==> config.mk <==
export PLATFORM = sky130hd
export DESIGN_NAME = led_buzzer_pattern_generator_unit
export DESIGN_NICKNAME = d
export VERILOG_FILES = /design/src/rtl/lbpg_pkg.sv /design/src/rtl/led_buzzer_pattern_generator_unit.sv
export SDC_FILE = /design/constraint.sdc
export NUM_CORES = 1
export LEC_CHECK = 0
export BUFFER_PORTS_ARGS = -buffer_cell sky130_fd_sc_hd__buf_2
export CAP_MARGIN = 25
export CORE_MARGIN = 1
export CORE_UTILIZATION = 65
export DETAILED_ROUTE_END_ITERATION = 12
export GPL_ROUTABILITY_DRIVEN = 0
export PLACE_DENSITY = 0.84
export REMOVE_ABC_BUFFERS = 1
export SLEW_MARGIN = 10
export SYNTH_ARGS = -nofsm -noshare
export SYNTH_HDL_FRONTEND = slang
export SYNTH_SLANG_ARGS = --single-unit
==> constraint.sdc <==
create_clock -name i_clk -period 20.3 [get_ports i_clk]
set_clock_uncertainty 0.05 [all_clocks]
set_input_delay 3.045 -clock i_clk [delete_from_list [all_inputs] [get_ports i_clk]]
set_output_delay 3.045 -clock i_clk [all_outputs]
set_load 0.02 [all_outputs]
==> src/rtl/lbpg_pkg.sv <==
// shared types and codes for the led and buzzer pattern generator
package lbpg_pkg;

    // configuration register indexes (byte address is 4 times the index)
    typedef enum logic [2:0] {
        REG_PATTERN_MODE  = 3'd0,
        REG_MANUAL_RED    = 3'd1,
        REG_MANUAL_GREEN  = 3'd2,
        REG_MANUAL_BLUE   = 3'd3,
        REG_MANUAL_BUZ_ON = 3'd4,
        REG_MANUAL_FREQ   = 3'd5
    } t_reg_idx;

    // background modes, codes above manual behave as manual
    typedef enum logic [2:0] {
        MODE_NORMAL      = 3'd0,
        MODE_FLYING      = 3'd1,
        MODE_PROCESSING1 = 3'd2,
        MODE_PROCESSING2 = 3'd3,
        MODE_MANUAL      = 3'd4
    } t_mode;

    // input operations
    typedef enum logic {
        OP_TICK    = 1'b0,
        OP_TRIGGER = 1'b1
    } t_op;

    // one-shot signal kinds
    typedef enum logic [2:0] {
        SIG_START1    = 3'd0,
        SIG_START2    = 3'd1,
        SIG_CONTINUE1 = 3'd2,
        SIG_SUCCESS1  = 3'd3,
        SIG_ERR1      = 3'd4
    } t_sig_kind;

    localparam int unsigned PCT_W  = 7;
    localparam int unsigned FREQ_W = 16;
    localparam int unsigned STIM_W = 7;
    localparam int unsigned PTIM_W = 8;
    localparam int unsigned ADDR_W = 5;
    localparam int unsigned DATA_W = 32;

    localparam logic [PCT_W-1:0]  PCT_FULL = 7'd100;

    localparam logic [FREQ_W-1:0] FREQ_800  = 16'd800;
    localparam logic [FREQ_W-1:0] FREQ_900  = 16'd900;
    localparam logic [FREQ_W-1:0] FREQ_1000 = 16'd1000;
    localparam logic [FREQ_W-1:0] FREQ_1200 = 16'd1200;
    localparam logic [FREQ_W-1:0] FREQ_1500 = 16'd1500;

    // one-shot lengths in ticks
    localparam logic [STIM_W-1:0] LEN_START1    = 7'd30;
    localparam logic [STIM_W-1:0] LEN_START2    = 7'd45;
    localparam logic [STIM_W-1:0] LEN_CONTINUE1 = 7'd80;
    localparam logic [STIM_W-1:0] LEN_SUCCESS1  = 7'd80;
    localparam logic [STIM_W-1:0] LEN_ERR1      = 7'd100;

    // result beat
    typedef struct packed {
        logic [PCT_W-1:0]  red;
        logic [PCT_W-1:0]  green;
        logic [PCT_W-1:0]  blue;
        logic              buz_on;
        logic [FREQ_W-1:0] freq;
        logic              busy;
    } t_result;

endpackage

==> src/rtl/led_buzzer_pattern_generator_unit.sv <==
// top level of the led and buzzer pattern generator
//
// Each input beat is one 10 ms tick or a one-shot trigger and produces exactly one
// result beat holding the led percentages, buzzer enable and frequency and the
// busy flag after that beat. The whole update is combinational logic from the state
// registers into a result register, so one beat is taken every clock while o_stall is
// low. A two-entry output buffer (result register plus skid register) lets the block
// take a beat while a result still waits; o_stall rises only when both entries are full.
// Configuration is written through the APB-style port with zero wait states; the user
// must write it only while the block is idle, which the block itself does not enforce.
module led_buzzer_pattern_generator_unit (
    input  logic                         i_clk,
    input  logic                         i_rst_n,
    // apb configuration
    input  logic                         psel,
    input  logic                         penable,
    input  logic                         pwrite,
    input  logic [lbpg_pkg::ADDR_W-1:0]  paddr,
    input  logic [lbpg_pkg::DATA_W-1:0]  pwdata,
    output logic [lbpg_pkg::DATA_W-1:0]  prdata,
    output logic                         pready,
    // input channel
    input  logic                         i_valid,
    output logic                         o_stall,
    input  logic                         i_operation,
    input  logic [2:0]                   i_signal_kind,
    // output channel
    output logic                         o_valid,
    input  logic                         i_stall,
    output logic [lbpg_pkg::PCT_W-1:0]   o_led_red,
    output logic [lbpg_pkg::PCT_W-1:0]   o_led_green,
    output logic [lbpg_pkg::PCT_W-1:0]   o_led_blue,
    output logic                         o_buzzer_on,
    output logic [lbpg_pkg::FREQ_W-1:0]  o_buzzer_freq,
    output logic                         o_signal_busy
);
    import lbpg_pkg::*;

    // configuration registers
    logic [2:0]        r_mode;
    logic [PCT_W-1:0]  r_man_red;
    logic [PCT_W-1:0]  r_man_green;
    logic [PCT_W-1:0]  r_man_blue;
    logic              r_man_buz_on;
    logic [FREQ_W-1:0] r_man_freq;

    // pattern state
    logic              r_sig_active;
    logic [STIM_W-1:0] r_sig_timer;
    logic [2:0]        r_sig_held;
    logic [PTIM_W-1:0] r_pat_timer;
    logic [PCT_W-1:0]  r_red;
    logic [PCT_W-1:0]  r_green;
    logic [PCT_W-1:0]  r_blue;
    logic              r_buz;
    logic [FREQ_W-1:0] r_freq;

    logic              n_sig_active;
    logic [STIM_W-1:0] n_sig_timer;
    logic [2:0]        n_sig_held;
    logic [PTIM_W-1:0] n_pat_timer;
    logic [PCT_W-1:0]  n_red;
    logic [PCT_W-1:0]  n_green;
    logic [PCT_W-1:0]  n_blue;
    logic              n_buz;
    logic [FREQ_W-1:0] n_freq;

    // output buffer
    t_result r_out;
    t_result r_skid;
    logic    r_out_valid;
    logic    r_skid_valid;
    t_result n_res;

    logic              w_in_acc;
    logic              w_out_acc;
    logic              w_cfg_wr;
    t_reg_idx          w_cfg_idx;
    logic [STIM_W-1:0] w_sig_len;
    logic [PTIM_W-1:0] w_c;
    logic [12:0]       w_fly_gnum;
    logic [12:0]       w_fly_bnum;
    logic [23:0]       w_fly_gprod;
    logic [23:0]       w_fly_bprod;
    logic [PCT_W-1:0]  w_fly_green;
    logic [PCT_W-1:0]  w_fly_blue;
    logic [PTIM_W-1:0] w_c4;
    logic [PTIM_W-1:0] w_c4m;

    assign w_in_acc  = i_valid && !o_stall;
    assign w_out_acc = r_out_valid && !i_stall;
    assign w_cfg_wr  = psel && penable && pwrite && pready;
    assign w_cfg_idx = t_reg_idx'(paddr[ADDR_W-1:2]);

    // apb write
    always_ff @(posedge i_clk) begin
        if (!i_rst_n) begin
            r_mode       <= MODE_PROCESSING1;
            r_man_red    <= '0;
            r_man_green  <= '0;
            r_man_blue   <= '0;
            r_man_buz_on <= 1'b0;
            r_man_freq   <= '0;
        end else if (w_cfg_wr) begin
            case (w_cfg_idx)
                REG_PATTERN_MODE:  r_mode       <= pwdata[2:0];
                REG_MANUAL_RED:    r_man_red    <= pwdata[PCT_W-1:0];
                REG_MANUAL_GREEN:  r_man_green  <= pwdata[PCT_W-1:0];
                REG_MANUAL_BLUE:   r_man_blue   <= pwdata[PCT_W-1:0];
                REG_MANUAL_BUZ_ON: r_man_buz_on <= pwdata[0];
                REG_MANUAL_FREQ:   r_man_freq   <= pwdata[FREQ_W-1:0];
                default: ;
            endcase
        end
    end

    // apb read
    assign pready = 1'b1;
    always_comb begin
        case (w_cfg_idx)
            REG_PATTERN_MODE:  prdata = {{(DATA_W-3){1'b0}}, r_mode};
            REG_MANUAL_RED:    prdata = {{(DATA_W-PCT_W){1'b0}}, r_man_red};
            REG_MANUAL_GREEN:  prdata = {{(DATA_W-PCT_W){1'b0}}, r_man_green};
            REG_MANUAL_BLUE:   prdata = {{(DATA_W-PCT_W){1'b0}}, r_man_blue};
            REG_MANUAL_BUZ_ON: prdata = {{(DATA_W-1){1'b0}}, r_man_buz_on};
            REG_MANUAL_FREQ:   prdata = {{(DATA_W-FREQ_W){1'b0}}, r_man_freq};
            default:           prdata = '0;
        endcase
    end

    // one-shot length, held kinds above err1 fold modulo five
    always_comb begin
        case (r_sig_held)
            3'd0, 3'd5: w_sig_len = LEN_START1;
            3'd1, 3'd6: w_sig_len = LEN_START2;
            3'd2, 3'd7: w_sig_len = LEN_CONTINUE1;
            3'd3:       w_sig_len = LEN_SUCCESS1;
            default:    w_sig_len = LEN_ERR1;
        endcase
    end

    // background timer after the per-mode wrap check
    always_comb begin
        case (r_mode)
            MODE_NORMAL:      w_c = (r_pat_timer > 8'd200) ? '0 : r_pat_timer;
            MODE_FLYING:      w_c = (r_pat_timer > 8'd140) ? '0 : r_pat_timer;
            MODE_PROCESSING1,
            MODE_PROCESSING2: w_c = (r_pat_timer > 8'd50) ? '0 : r_pat_timer;
            default:          w_c = r_pat_timer;
        endcase
    end

    // flying ramp: floor(30x/100) as multiply by 1311 and shift by 17
    assign w_fly_gnum  = 13'(w_c) * 13'd30;
    assign w_fly_bnum  = 13'(8'd100 - w_c) * 13'd30;
    assign w_fly_gprod = 24'(w_fly_gnum) * 24'd1311;
    assign w_fly_bprod = 24'(w_fly_bnum) * 24'd1311;
    assign w_fly_green = w_fly_gprod[17 +: PCT_W];
    assign w_fly_blue  = w_fly_bprod[17 +: PCT_W];

    // processing2 ramp terms
    assign w_c4  = {w_c[PTIM_W-3:0], 2'b00};
    assign w_c4m = {w_c[PTIM_W-3:0] - 6'd25, 2'b00};

    // next state for one beat
    always_comb begin
        n_sig_active = r_sig_active;
        n_sig_timer  = r_sig_timer;
        n_sig_held   = r_sig_held;
        n_pat_timer  = r_pat_timer;
        n_red        = r_red;
        n_green      = r_green;
        n_blue       = r_blue;
        n_buz        = r_buz;
        n_freq       = r_freq;
        if (i_operation == OP_TRIGGER) begin
            // unknown kinds are ignored
            if (i_signal_kind <= SIG_ERR1) begin
                n_sig_timer  = '0;
                n_sig_held   = i_signal_kind;
                n_sig_active = 1'b1;
            end
        end else if (r_sig_active) begin
            if (r_sig_timer > w_sig_len) begin
                // end of signal, drives hold
                n_sig_active = 1'b0;
            end else begin
                n_sig_timer = r_sig_timer + 7'd1;
                case (r_sig_held)
                    3'd0, 3'd5: begin
                        n_buz = 1'b1;
                        n_red = '0;
                        if (r_sig_timer < 7'd15) begin
                            n_freq  = FREQ_900;
                            n_green = '0;
                            n_blue  = PCT_FULL;
                        end else begin
                            n_freq  = FREQ_1500;
                            n_green = PCT_FULL;
                            n_blue  = '0;
                        end
                    end
                    3'd1, 3'd6: begin
                        n_buz   = 1'b1;
                        n_red   = '0;
                        n_green = '0;
                        n_blue  = '0;
                        if (r_sig_timer < 7'd15) begin
                            n_freq = FREQ_800;
                            n_red  = PCT_FULL;
                        end else if (r_sig_timer < 7'd30) begin
                            n_freq  = FREQ_1000;
                            n_green = PCT_FULL;
                        end else begin
                            n_freq = FREQ_1200;
                            n_blue = PCT_FULL;
                        end
                    end
                    3'd2, 3'd7: begin
                        // buzzer holds in the second half
                        n_freq  = FREQ_1500;
                        n_red   = '0;
                        n_green = '0;
                        n_blue  = '0;
                        if (r_sig_timer < 7'd20) begin
                            n_blue = PCT_FULL;
                            n_buz  = 1'b1;
                        end else if (r_sig_timer < 7'd40) begin
                            n_buz = 1'b0;
                        end else if (r_sig_timer < 7'd60) begin
                            n_blue = PCT_FULL;
                        end
                    end
                    3'd3: begin
                        n_freq  = FREQ_1500;
                        n_red   = '0;
                        n_blue  = '0;
                        if ((r_sig_timer < 7'd20) ||
                            (r_sig_timer >= 7'd40 && r_sig_timer < 7'd60)) begin
                            n_green = PCT_FULL;
                            n_buz   = 1'b1;
                        end else begin
                            n_green = '0;
                            n_buz   = 1'b0;
                        end
                    end
                    default: begin
                        n_buz   = 1'b1;
                        n_freq  = FREQ_800;
                        n_green = '0;
                        n_blue  = '0;
                        if ((r_sig_timer < 7'd25) ||
                            (r_sig_timer >= 7'd50 && r_sig_timer < 7'd75)) begin
                            n_red = PCT_FULL;
                        end else begin
                            n_red = '0;
                        end
                    end
                endcase
            end
        end else begin
            // background pattern
            n_pat_timer = w_c + 8'd1;
            case (r_mode)
                MODE_NORMAL: begin
                    n_buz   = 1'b0;
                    n_red   = '0;
                    n_blue  = '0;
                    n_green = (w_c < 8'd100) ? w_c[PCT_W-1:0]
                                             : PCT_W'(8'd200 - w_c);
                end
                MODE_FLYING: begin
                    n_buz   = 1'b0;
                    n_red   = '0;
                    n_green = '0;
                    if (w_c < 8'd100) begin
                        n_green = w_fly_green;
                        n_blue  = w_fly_blue;
                    end else if (w_c < 8'd110) begin
                        n_blue = PCT_FULL;
                    end else if (w_c < 8'd120) begin
                        n_blue = '0;
                    end else if (w_c < 8'd130) begin
                        n_blue = PCT_FULL;
                    end else begin
                        n_blue = '0;
                    end
                end
                MODE_PROCESSING1: begin
                    n_buz   = 1'b0;
                    n_red   = '0;
                    n_green = '0;
                    n_blue  = {w_c[PCT_W-2:0], 1'b0};
                end
                MODE_PROCESSING2: begin
                    n_buz = 1'b0;
                    n_red = '0;
                    if (w_c < 8'd25) begin
                        n_green = PCT_W'(8'd100 - w_c4);
                        n_blue  = w_c4[PCT_W-1:0];
                    end else begin
                        n_green = w_c4m[PCT_W-1:0];
                        n_blue  = PCT_W'(8'd100 - w_c4m);
                    end
                end
                default: begin
                    // manual, colours saturate at full scale
                    if (r_man_buz_on) begin
                        n_freq = r_man_freq;
                    end
                    n_buz   = r_man_buz_on;
                    n_red   = (r_man_red   > PCT_FULL) ? PCT_FULL : r_man_red;
                    n_green = (r_man_green > PCT_FULL) ? PCT_FULL : r_man_green;
                    n_blue  = (r_man_blue  > PCT_FULL) ? PCT_FULL : r_man_blue;
                end
            endcase
        end
    end

    assign n_res = '{red: n_red, green: n_green, blue: n_blue, buz_on: n_buz,
                     freq: n_freq, busy: n_sig_active};

    // state update on each accepted beat
    always_ff @(posedge i_clk) begin
        if (!i_rst_n) begin
            r_sig_active <= 1'b0;
            r_sig_timer  <= '0;
            r_sig_held   <= '0;
            r_pat_timer  <= '0;
            r_red        <= '0;
            r_green      <= '0;
            r_blue       <= '0;
            r_buz        <= 1'b0;
            r_freq       <= '0;
        end else if (w_in_acc) begin
            r_sig_active <= n_sig_active;
            r_sig_timer  <= n_sig_timer;
            r_sig_held   <= n_sig_held;
            r_pat_timer  <= n_pat_timer;
            r_red        <= n_red;
            r_green      <= n_green;
            r_blue       <= n_blue;
            r_buz        <= n_buz;
            r_freq       <= n_freq;
        end
    end

    // result register and skid entry
    always_ff @(posedge i_clk) begin
        if (!i_rst_n) begin
            r_out_valid  <= 1'b0;
            r_skid_valid <= 1'b0;
        end else if (w_out_acc) begin
            if (r_skid_valid) begin
                r_out_valid  <= 1'b1;
                r_skid_valid <= 1'b0;
            end else begin
                r_out_valid <= w_in_acc;
            end
        end else if (w_in_acc) begin
            if (r_out_valid) begin
                r_skid_valid <= 1'b1;
            end else begin
                r_out_valid <= 1'b1;
            end
        end
    end

    always_ff @(posedge i_clk) begin
        if (w_out_acc) begin
            r_out <= r_skid_valid ? r_skid : n_res;
        end else if (w_in_acc && !r_out_valid) begin
            r_out <= n_res;
        end
        if (w_in_acc && r_out_valid && !w_out_acc) begin
            r_skid <= n_res;
        end
    end

    assign o_stall       = r_skid_valid;
    assign o_valid       = r_out_valid;
    assign o_led_red     = r_out.red;
    assign o_led_green   = r_out.green;
    assign o_led_blue    = r_out.blue;
    assign o_buzzer_on   = r_out.buz_on;
    assign o_buzzer_freq = r_out.freq;
    assign o_signal_busy = r_out.busy;

    // skid entry only fills behind a waiting result
    a_skid_behind_out: assert property (@(posedge i_clk) disable iff (!i_rst_n)
        r_skid_valid |-> r_out_valid)
        else $error("skid entry valid with empty result register");

    // pattern timer frozen while a one-shot plays
    a_pat_frozen: assert property (@(posedge i_clk) disable iff (!i_rst_n)
        (w_in_acc && r_sig_active) |=> $stable(r_pat_timer))
        else $error("pattern timer moved during a one-shot");

    // valid trigger restarts the signal timer
    a_trigger_restart: assert property (@(posedge i_clk) disable iff (!i_rst_n)
        (w_in_acc && i_operation == OP_TRIGGER && i_signal_kind <= SIG_ERR1)
        |=> (r_sig_active && r_sig_timer == '0))
        else $error("trigger did not restart the one-shot");

    // signal timer never runs more than one past the longest one-shot length
    a_timer_bound: assert property (@(posedge i_clk) disable iff (!i_rst_n)
        r_sig_timer <= LEN_ERR1 + 7'd1)
        else $error("signal timer out of range");

endmodule

Word-level counts from Yosys, hierarchy flattened. Cells that the tools add are included.

Flip-flop bits (word level): 178. Output and inout port bits: 74. Logic and storage cells: 194. Input port bits: 48.

Bitwise operators: 3. Multipliers: 4. Reductions and logical operators: 39. Add/sub/neg operators: 7. $lt $le $gt $ge: 22. Multiplexer cells: 74. Equality and inequality tests: 16.

Operators by type and width (number): 2-to-1 mux 7 bit (36); 2-to-1 mux 39 bit (3); one-hot mux 16 bit (6 select lines) (1); 2-to-1 mux 16 bit (5); one-hot mux 7 bit (3 select lines) (3); one-hot mux 7 bit (4 select lines) (2); one-hot mux 16 bit (3 select lines) (1); multiplier 12 x 11 -> 23 bit, second input constant (2); 2-to-1 mux 11 bit (3); less-than comparator 8 x 7 -> 1 bit, second input constant (3); 2-to-1 mux 8 bit (3); one-hot mux 8 bit (3 select lines) (1); > comparator 7 bit, second input constant (3); less-than comparator 7 x 5 -> 1 bit, second input constant (3); subtractor 7 bit, first input constant (3); == test 3 x 2 -> 1 bit, second input constant (6); > comparator 8 bit, second input constant (2); == test 3 bit, second input constant (5); greater-or-equal comparator 7 x 6 -> 1 bit, second input constant (2); less-than comparator 7 x 6 -> 1 bit, second input constant (2); 2-to-1 mux 1 bit (14); one-hot mux 7 bit (2 select lines) (1); AND reduction 2 bit (7); multiplier 13 x 4 -> 12 bit, second input constant (1); 28 further kinds (53).

Logic depth before layout (Yosys ltp). Gate-level depths: netlist (run 1).

Word-level depth: 13. Mapped depth: 48. Depth with buffers taken out: 45.

Least setup slack after synthesis (run 1). No wires, ideal clock.

Path kind: reg2reg. Start point: register r_pat_timer[2]. End point: register r_out (netlist bit o_led_blue[5]) (data pin). Data arrival time: 10.161 ns. Stages on the path, launching flop included: 45. Buffers on the path: 3. Setup slack: 9.829 ns. Clock period less this slack: 10.471 ns. Required time: 19.990 ns. Setup time: 0.260 ns. Path through: dfxtp_1 -> buf_2 -> o31a_1 -> o211a_1 -> o211ai_4 -> or2_1 -> buf_6 -> and2_1 -> clkbuf_1 -> inv_1 -> ha_1 -> a21boi_0 -> xnor2_1 -> nor2_1 -> xor2_1 -> ha_1 -> inv_1 -> fa_1 -> [... 9 more ...] -> fa_1 -> ha_1 -> fa_1 -> fa_1 -> inv_1 -> fa_1 -> inv_1 -> ha_1 -> a21oi_1 -> o21ai_0 -> a221oi_1 -> a21boi_0 -> o41ai_1 -> o21bai_1 -> mux2i_1 -> o211ai_1 -> a22o_1 -> mux2_2.

Cells in the longest elaborated chain, start to end: 13. Elaborated cells on any way between the ends: 28. Those cells by class: 3 x add/sub; 2 x mul; 8 x order compare; 15 x mux.

RTL lines: from (decl) (RTL line led_buzzer_pattern_generator_unit.sv:51) `logic [PTIM_W-1:0] r_pat_timer;`; from (signal assigned) (RTL line led_buzzer_pattern_generator_unit.sv:339) `r_pat_timer <= n_pat_timer;`; > comparator 8 x 6 -> 1 bit (tied with other cells) (RTL line led_buzzer_pattern_generator_unit.sv:148) `MODE_PROCESSING2: w_c = (r_pat_timer > 8'd50) ? '0 : r_pat_timer;`; 2-to-1 mux 8 bit, on equally long branches (RTL line led_buzzer_pattern_generator_unit.sv:148, led_buzzer_pattern_generator_unit.sv:145, led_buzzer_pattern_generator_unit.sv:146); one-hot mux 8 bit (3 select lines) * (RTL line led_buzzer_pattern_generator_unit.sv:144) `case (r_mode)`; branches (longest 5 deep; another with multiplier 12 x 11 -> 23 bit); one-hot mux 7 bit (4 select lines) * (RTL line led_buzzer_pattern_generator_unit.sv:264) `case (r_mode)`; 2-to-1 mux 7 bit * (RTL line led_buzzer_pattern_generator_unit.sv:183) `end else if (r_sig_active) begin`; 2-to-1 mux 7 bit * (RTL line led_buzzer_pattern_generator_unit.sv:176) `if (i_operation == OP_TRIGGER) begin`; via n_blue[5] (RTL line led_buzzer_pattern_generator_unit.sv:64) `logic [PCT_W-1:0] n_blue;`; 2-to-1 mux 39 bit, on equally long branches (RTL line led_buzzer_pattern_generator_unit.sv:372, led_buzzer_pattern_generator_unit.sv:371); 2-to-1 mux 39 bit * (RTL line led_buzzer_pattern_generator_unit.sv:370) `if (w_out_acc) begin`; to (signal assigned) (RTL line led_buzzer_pattern_generator_unit.sv:371) `r_out <= r_skid_valid ? r_skid : n_res;`; to (signal assigned) (RTL line led_buzzer_pattern_generator_unit.sv:373) `r_out <= n_res;`; to (decl) (RTL line led_buzzer_pattern_generator_unit.sv:69) `t_result r_out;`.

Mark *: on every way through the listed nets, which the timed path passes. The select of a mux whose other input is x is not followed. A chain may end at the register's enable or synchronous reset.

Worst setup path after layout (run 1).
Start point: register r_mode[2]. End point: register r_out (netlist bit o_led_blue[5]) (data pin).

Cells in the longest elaborated chain, start to end: 13. Elaborated cells on any way between the ends: 27. Those cells by class: 3 x add/sub; 2 x mul; 5 x order compare; 3 x eq/ne; 12 x mux; 2 x reduce/logical.

RTL lines: from (decl) (RTL line led_buzzer_pattern_generator_unit.sv:40) `logic [2:0] r_mode;`; from (signal assigned) (RTL line led_buzzer_pattern_generator_unit.sv:106) `REG_PATTERN_MODE: r_mode <= pwdata[2:0];`; branches (longest 8 deep; another with multiplier 12 x 11 -> 23 bit); one-hot mux 7 bit (4 select lines) * (RTL line led_buzzer_pattern_generator_unit.sv:264); 2-to-1 mux 7 bit * (RTL line led_buzzer_pattern_generator_unit.sv:183); 2-to-1 mux 7 bit * (RTL line led_buzzer_pattern_generator_unit.sv:176); via n_blue[5] (RTL line led_buzzer_pattern_generator_unit.sv:64); 2-to-1 mux 39 bit, on equally long branches (RTL line led_buzzer_pattern_generator_unit.sv:372, led_buzzer_pattern_generator_unit.sv:371); 2-to-1 mux 39 bit * (RTL line led_buzzer_pattern_generator_unit.sv:370).

Marks and branches as above.

==> key figures, run 1 <==
GRT
  • Grt met2 use: 54.8%
  • First-pass GRT wire length: 65.3 mm
  • Number of global-route vias before repair: 13,506
  • Initial antenna violation count: 0
  • Total global routing overflow: 0
  • Met3 Track Usage GR: 3.95%
  • Pin count of the biggest net entering global routing: 102
  • Busiest grt layer: met2
  • Met1 Track Usage GR: 37.5%
  • Total GRT Usage: 30.8%

Logic synthesis
  • Area of the mapped netlist: 16,700 sq um
  • Syn avg cell area: 9.07 sq um
  • Dominant synthesized flop cell: dfxtp_1
  • Gate Count Post-Synth: 1,842
  • Count of cell types in the netlist: 82
  • Number of enable flip-flop cells after synthesis: 78
  • Post-synth ARST share: 0%
  • Sequential share of the synthesized area: 26.0%
  • Yosys reg bits: 178
  • Yosys warning total: 0

Drt
  • Vias per inst: 6.03
  • Detailed Routing Iterations Pass 1: 6
  • Post-route DRC violation count: 0
  • Wire per inst: 17.6 um
  • Post-route antenna net violation count: 0
  • Routed via count: 13,433
  • Final WL: 39.2 mm
  • Initial DRC count: 962

Timing
  • RSZ-0062 raised after global routing: false
  • Setup slack after layout: 7.27 ns
  • Worst-Margin Slew: 1.07 ns
  • Period utilization: 64.2%
  • Hold slack: 0.442 ns
  • TNS Setup: 0 ns
  • Max Clk Rate: 0.0767 GHz
  • Slew HR: 28.3%
  • Fin. Hold Viols: 0
  • Final Critical Period: 13.03 ns
  • Pins Over Slew Limit: 0
  • # setup viols final: 0

Placement
  • Port-buffer cells: 86
  • Pre-CTS setup slack: 7.49 ns
  • Post-DP HPWL: 29.2 mm

Worst setup path
  • Worst Setup SP: r_mode[2]
  • Worst Path Arrival: 13.16 ns
  • Setup CP Type: flop to flop
  • Crit path max fanout: 14
  • Origin of the critical flop-to-flop path: r_mode[2]
  • WP data required: 20.43 ns
  • CP max stage cell: nor2_1
  • Crit end category: flop
  • Crit-path max cell delay: 0.73 ns
  • CP Launch Type: flop

Clock network
  • TritonCTS buffer count: 17
  • Number of gates given a new drive strength after cts: 0
  • Root Driver: clkbuf_16
  • Clock tree sinks: 178
  • H-Tree Depth: 4
  • Max clock buf depth: 2
  • CTS tree: yes
  • Reg clk slew, reported paths: 0.08 ns
  • Worst skew pair latency: 0.43 ns
  • Setup bufs post-CTS: 0
  • Hold Buf Count CTS: 0

Die
  • Starting density of the core: 66.4%
  • Boundary Pins: 122
  • Die ar.: 26,400 sq um
  • Die width: 162 um
  • Die height: 162 um
  • # rows: 58
  • Core footprint: 25,200 sq um

Finish
  • Layout area overhead: 7.24%
  • Multi-input logic area: 11,000 sq um
  • Fillers: 1,850
  • Share of layout cells above drive strength 1: 9.75%
  • Number of diodes: 0
  • Final nets: 2,264
  • Fin util: 71.2%
  • Seq. cell area: 4340 sq um

Outcome
  • Status: finished, final reports clean

Min path
  • Worst Hold Class: flop to flop
  • Min-delay src: r_man_freq[14]

Run
  • Maxcap violations: 0
## cells by family after synthesis
group	Yosys count	synth area share, %
muxes	63	4.21
AOI/OAI and AO/OA	423	17.0
adders and majority gates	333	29.4
other	2	0.0449
xor gates and xnor gates	61	3.20
buffers and inverters	364	8.68
DFF	178	26.0
and+or+nand+nor	418	11.5
## layer usage
layer / vias up / part of all wire, %
met3: 120 / 6.9
met1: 6382 / 40
li1: 6318 / -
met5: - / 0
met2: 613 / 50
met4: 0 / 3.3
## cells in the final DEF, fill, tap and decap left out, types with 10 or more instances in the layout
| master | n |
|---|---|
| a31oi_1 | 12 |
| a21boi_0 | 32 |
| nor2_1 | 113 |
| mux2i_1 | 35 |
| mux2_2 | 23 |
| o211a_1 | 18 |
| edfxtp_1 | 78 |
| o22ai_1 | 10 |
| nor3b_1 | 13 |
| buf_2 | 86 |
| xor2_1 | 20 |
| inv_1 | 269 |
| o21ai_0 | 85 |
| a21o_1 | 21 |
| nand3_1 | 14 |
| nor2b_1 | 43 |
| dfxtp_1 | 100 |
| conb_1 | 17 |
| fa_1 | 99 |
| nand2b_1 | 17 |
| a21oi_1 | 111 |
| o21bai_1 | 15 |
| buf_4 | 13 |
| clkbuf_16 | 18 |
| a22oi_1 | 21 |
| and3_1 | 14 |
| xnor2_1 | 41 |
| nand2_1 | 158 |
| ha_1 | 233 |
| nor3_1 | 14 |
## layout make-up
| cell class | count | share of cell area [%] |
|---|---|---|
| multi-input cells | 1315 | 61.3 |
| well taps | 330 | 2.30 |
| repair buffers | 100 | 3.01 |
| clock inverters | 14 | 0.900 |
| inverters | 272 | 5.70 |
| clock buffers | 18 | 2.51 |
| flip-flops and latches | 178 | 24.2 |
## stage by stage
step / cell area (sq um) / instances
finish: 17900 / 2227
global placement: 17300 / 2193
detailed placement: 17300 / 2195
floorplan: 16300 / 1765
global route: 17900 / 2227
CTS: 17900 / 2227
## flip-flops by register name, indices dropped and copies added, names as in the netlist, 7 cells and up
register and cells:
r_man_red 7, r_red 7, r_man_green 7, r_man_freq 16, r_freq 16, r_blue 7, r_sig_timer 7, o_led_red 7
o_led_green 7, r_man_blue 7, o_led_blue 7, o_buzzer_freq 16, r_green 7, r_skid 39, r_pat_timer 8
## cell usage after synthesis, types with 15 or more instances
cell type | count | area share (%)
edfxtp_1 | 78 | 14
a21o_1 | 21 | 0.94
fa_1 | 99 | 12
o21ai_0 | 86 | 2.6
dfxtp_1 | 100 | 12
a22oi_1 | 21 | 0.94
a21oi_1 | 111 | 3.3
xor2_1 | 20 | 1.0
inv_1 | 269 | 6.0
clkbuf_1 | 57 | 1.3
a21boi_0 | 32 | 1.4
nand2_1 | 158 | 3.5
ha_1 | 233 | 17
nor2_1 | 113 | 2.5
o21bai_1 | 15 | 0.67
buf_4 | 18 | 0.81
mux2_2 | 23 | 1.5
mux2i_1 | 35 | 2.1
nand2b_1 | 17 | 0.64
o211a_1 | 18 | 1.1
and3_1 | 15 | 0.56
xnor2_1 | 41 | 2.1
nor2b_1 | 44 | 1.6
## worst max-delay path: cells and delay by family (launching register included)
family / cells / cell delay, ns
buffers and inverters: 4 / 0.78
DFF: 1 / 0.66
muxes: 2 / 0.50
adders and majority gates: 10 / 4.56
and+or+nand+nor: 3 / 1.42
AOI/OAI and AO/OA: 16 / 3.66
xor gates and xnor gates: 2 / 1.13
## worst paths after layout
kind                     to  slack, ns  cells past startpoint
max           o_led_blue[5]       7.27                     37
min          r_man_freq[14]       0.44                      2
max reg2reg   o_led_blue[5]       7.27                     37
min reg2reg  r_man_freq[14]       0.44                      2
Power of run 1 is left out: the tool's default activity adds up to more than one toggle a clock period on the data nets, which glitch-free logic cannot reach.
==> inputs of run 2 (changes only) <==
- CORE_UTILIZATION: 65 -> 57
- PLACE_DENSITY: 0.84 -> 0.78
- clock period: 20.3 -> 11.4 ns (I/O delays scaled with it)
==> key figures, run 2 (synthesis results as in run 1) <==
Outcome
  • Status: finished, final reports clean (unchanged)

Finish
  • Most frequent cells in the layout: inv_1, ha_1, nand2_1 (unchanged)
  • Share of layout cells above drive strength 1: 12.1% (was 9.75%)
  • Most flop-heavy register: r_skid (unchanged)
  • Max FFs per register: 39 (unchanged)
  • Fin util: 63.6% (was 71.2%)
  • Final nets: 2,300 (was 2,264)
  • Layout area overhead: 9.48% (was 7.24%)
  • Fillers: 2,401 (was 1,850)
  • Number of diodes: 0 (unchanged)
  • Commonest non-fill, non-tap cell in the layout: inv_1 (unchanged)

Clock network
  • CTS tree: yes (unchanged)
  • Worst skew pair latency: 0.44 ns (was 0.43 ns)
  • Clock tree sinks: 178 (unchanged)
  • Root Driver: clkbuf_16 (unchanged)
  • Reg clk slew, reported paths: 0.08 ns (about the same)
  • H-Tree Depth: 4 (unchanged)
  • TritonCTS buffer count: 17 (unchanged)
  • Max clock buf depth: 2 (unchanged)

Drt
  • Post-route antenna net violation count: 0 (unchanged)
  • Vias per inst: 5.80 (was 6.03)
  • Final WL: 39.1 mm (was 39.2 mm)
  • Wire per inst: 16.9 um (was 17.6 um)
  • DRT met1 WL: 16.5 mm (was 15.7 mm)
  • Top sig layer: met4 (unchanged)
  • Metal3 WL: 2.07 mm (was 2.68 mm)
  • Initial DRC count: 1,080 (was 962)
  • Metal2 WL: 19.6 mm (was 19.5 mm)
  • Routed via count: 13,429 (was 13,433)
  • Detailed Routing Iterations Pass 1: 7 (was 6)
  • Post-route DRC violation count: 0 (unchanged)

Worst setup path
  • Worst Path Arrival: 10.98 ns (was 13.16 ns)
  • Most used cell along the critical path: inv_1
  • Crit path max fanout: 9 (was 14)
  • Crit end category: flop (unchanged)
  • Crit-path max cell delay: 0.55 ns (was 0.73 ns)
  • Setup CP Type: flop to flop (unchanged)
  • CP max stage cell: fa_1 (was nor2_1)
  • CP Launch Type: flop (unchanged)
  • WP data required: 11.54 ns (was 20.43 ns)

Die
  • Die width: 173 um (was 162 um)
  • Core footprint: 28,800 sq um (was 25,200 sq um)
  • Die height: 173 um (was 162 um)
  • # rows: 62 (was 58)
  • Boundary Pins: 122 (unchanged)
  • Starting density of the core: 58.1% (was 66.4%)
  • Die ar.: 30,000 sq um (was 26,400 sq um)

Placement
  • Port-buffer cells: 86 (unchanged)
  • Post-DP HPWL: 29.7 mm (was 29.2 mm)

Timing
  • Final Critical Period: 10.84 ns (was 13.03 ns)
  • Pins Over Slew Limit: 0 (unchanged)
  • Period utilization: 95.1% (was 64.2%)
  • Max Clk Rate: 0.0923 GHz (was 0.0767 GHz)
  • Fin. Hold Viols: 0 (unchanged)
  • Slew HR: 30.8% (was 28.3%)
  • Worst-Margin Slew: 1.04 ns (was 1.07 ns)
  • # setup viols final: 0 (unchanged)

GRT
  • Pin count of the biggest net entering global routing: 102 (unchanged)
  • Total global routing overflow: 0 (unchanged)
  • Initial antenna violation count: 0 (unchanged)
  • First-pass GRT wire length: 64.4 mm (was 65.3 mm)
  • Number of global-route vias before repair: 13,206 (was 13,506)
  • Total GRT Usage: 26.4% (was 30.8%)

Run
  • Maxcap violations: 0 (unchanged)

Min path
  • Worst Hold Class: flop to flop (unchanged)
==> run 2: cell count changes in the layout (fill, tap and decap cells not counted), sizes merged <==
| cell | before | now |
|---|---|---|
| inv | 279 | 280 |
| clkinv | 7 | 5 |
| clkinvlp | 0 | 2 |
| buf | 100 | 136 |
| clkbuf | 18 | 17 |
==> run 2: final cells by class <==
type	instances	area, sq um	area share, %
Multi-Input combinational cell	1315	11100	60.4
Timing Repair Buffer	136	810	4.42
Sequential cell	178	4350	23.7
Clock buffer	17	425	2.32
Tap cell	384	480	2.63
Clock inverter	15	159	0.868
Inverter	272	1030	5.61
==> run 2: layer usage <==
layer  track usage [%]  vias up
met5                 0        -
met4              9.03        0
met3              2.98       80
met2              47.3      483
met1              32.9     6447
li1                  -     6419
==> run 2: final timing paths <==
| check | start | end | slack [ns] | cells past startpoint |
|---|---|---|---|---|
| max | r_pat_timer[2] | o_led_blue[5] | 0.56 | 45 |
| max reg2reg | r_pat_timer[2] | o_led_blue[5] | 0.56 | 45 |
| min reg2reg | r_man_freq[9] | r_man_freq[9] | 0.44 | 2 |
| min | r_man_freq[9] | r_man_freq[9] | 0.44 | 2 |
==> run 2: worst max-delay path, delay by kind of cell (launching register included) <==
kind	cells	cell delay, ns
AND/OR/NAND/NOR	7	1.02
flip-flops	1	0.44
adder cells (fa/ha/maj)	10	3.80
buffers and inverters	9	0.88
multiplexers	2	0.45
AO/OA/AOI/OAI	15	3.57
XOR/XNOR	2	0.36
==> run 2: timing repair <==
action | CTS | global route
gates resized for setup | 0 | 15
buffers inserted | 0 | 4
setup endpoints to repair | 0 | 16
hold buffers | 0 | 0
==> run 2: per-stage QoR <==
step                      setup WS, ns  instance area, sq um  cells  setup TNS [ns]  hold WS (ns)
final                            0.561                 18300   2317               0         0.443
after global placement           0.502                 17600   2279               0         0.421
after floorplan                  0.710                 16300   1765               0         0.397
after CTS                        0.143                 18200   2312               0         0.439
after detailed placement         0.194                 17600   2280               0         0.429
after global routing           -0.0273                 18300   2317         -0.0298         0.462
Power of run 2 is left out for the same reason.
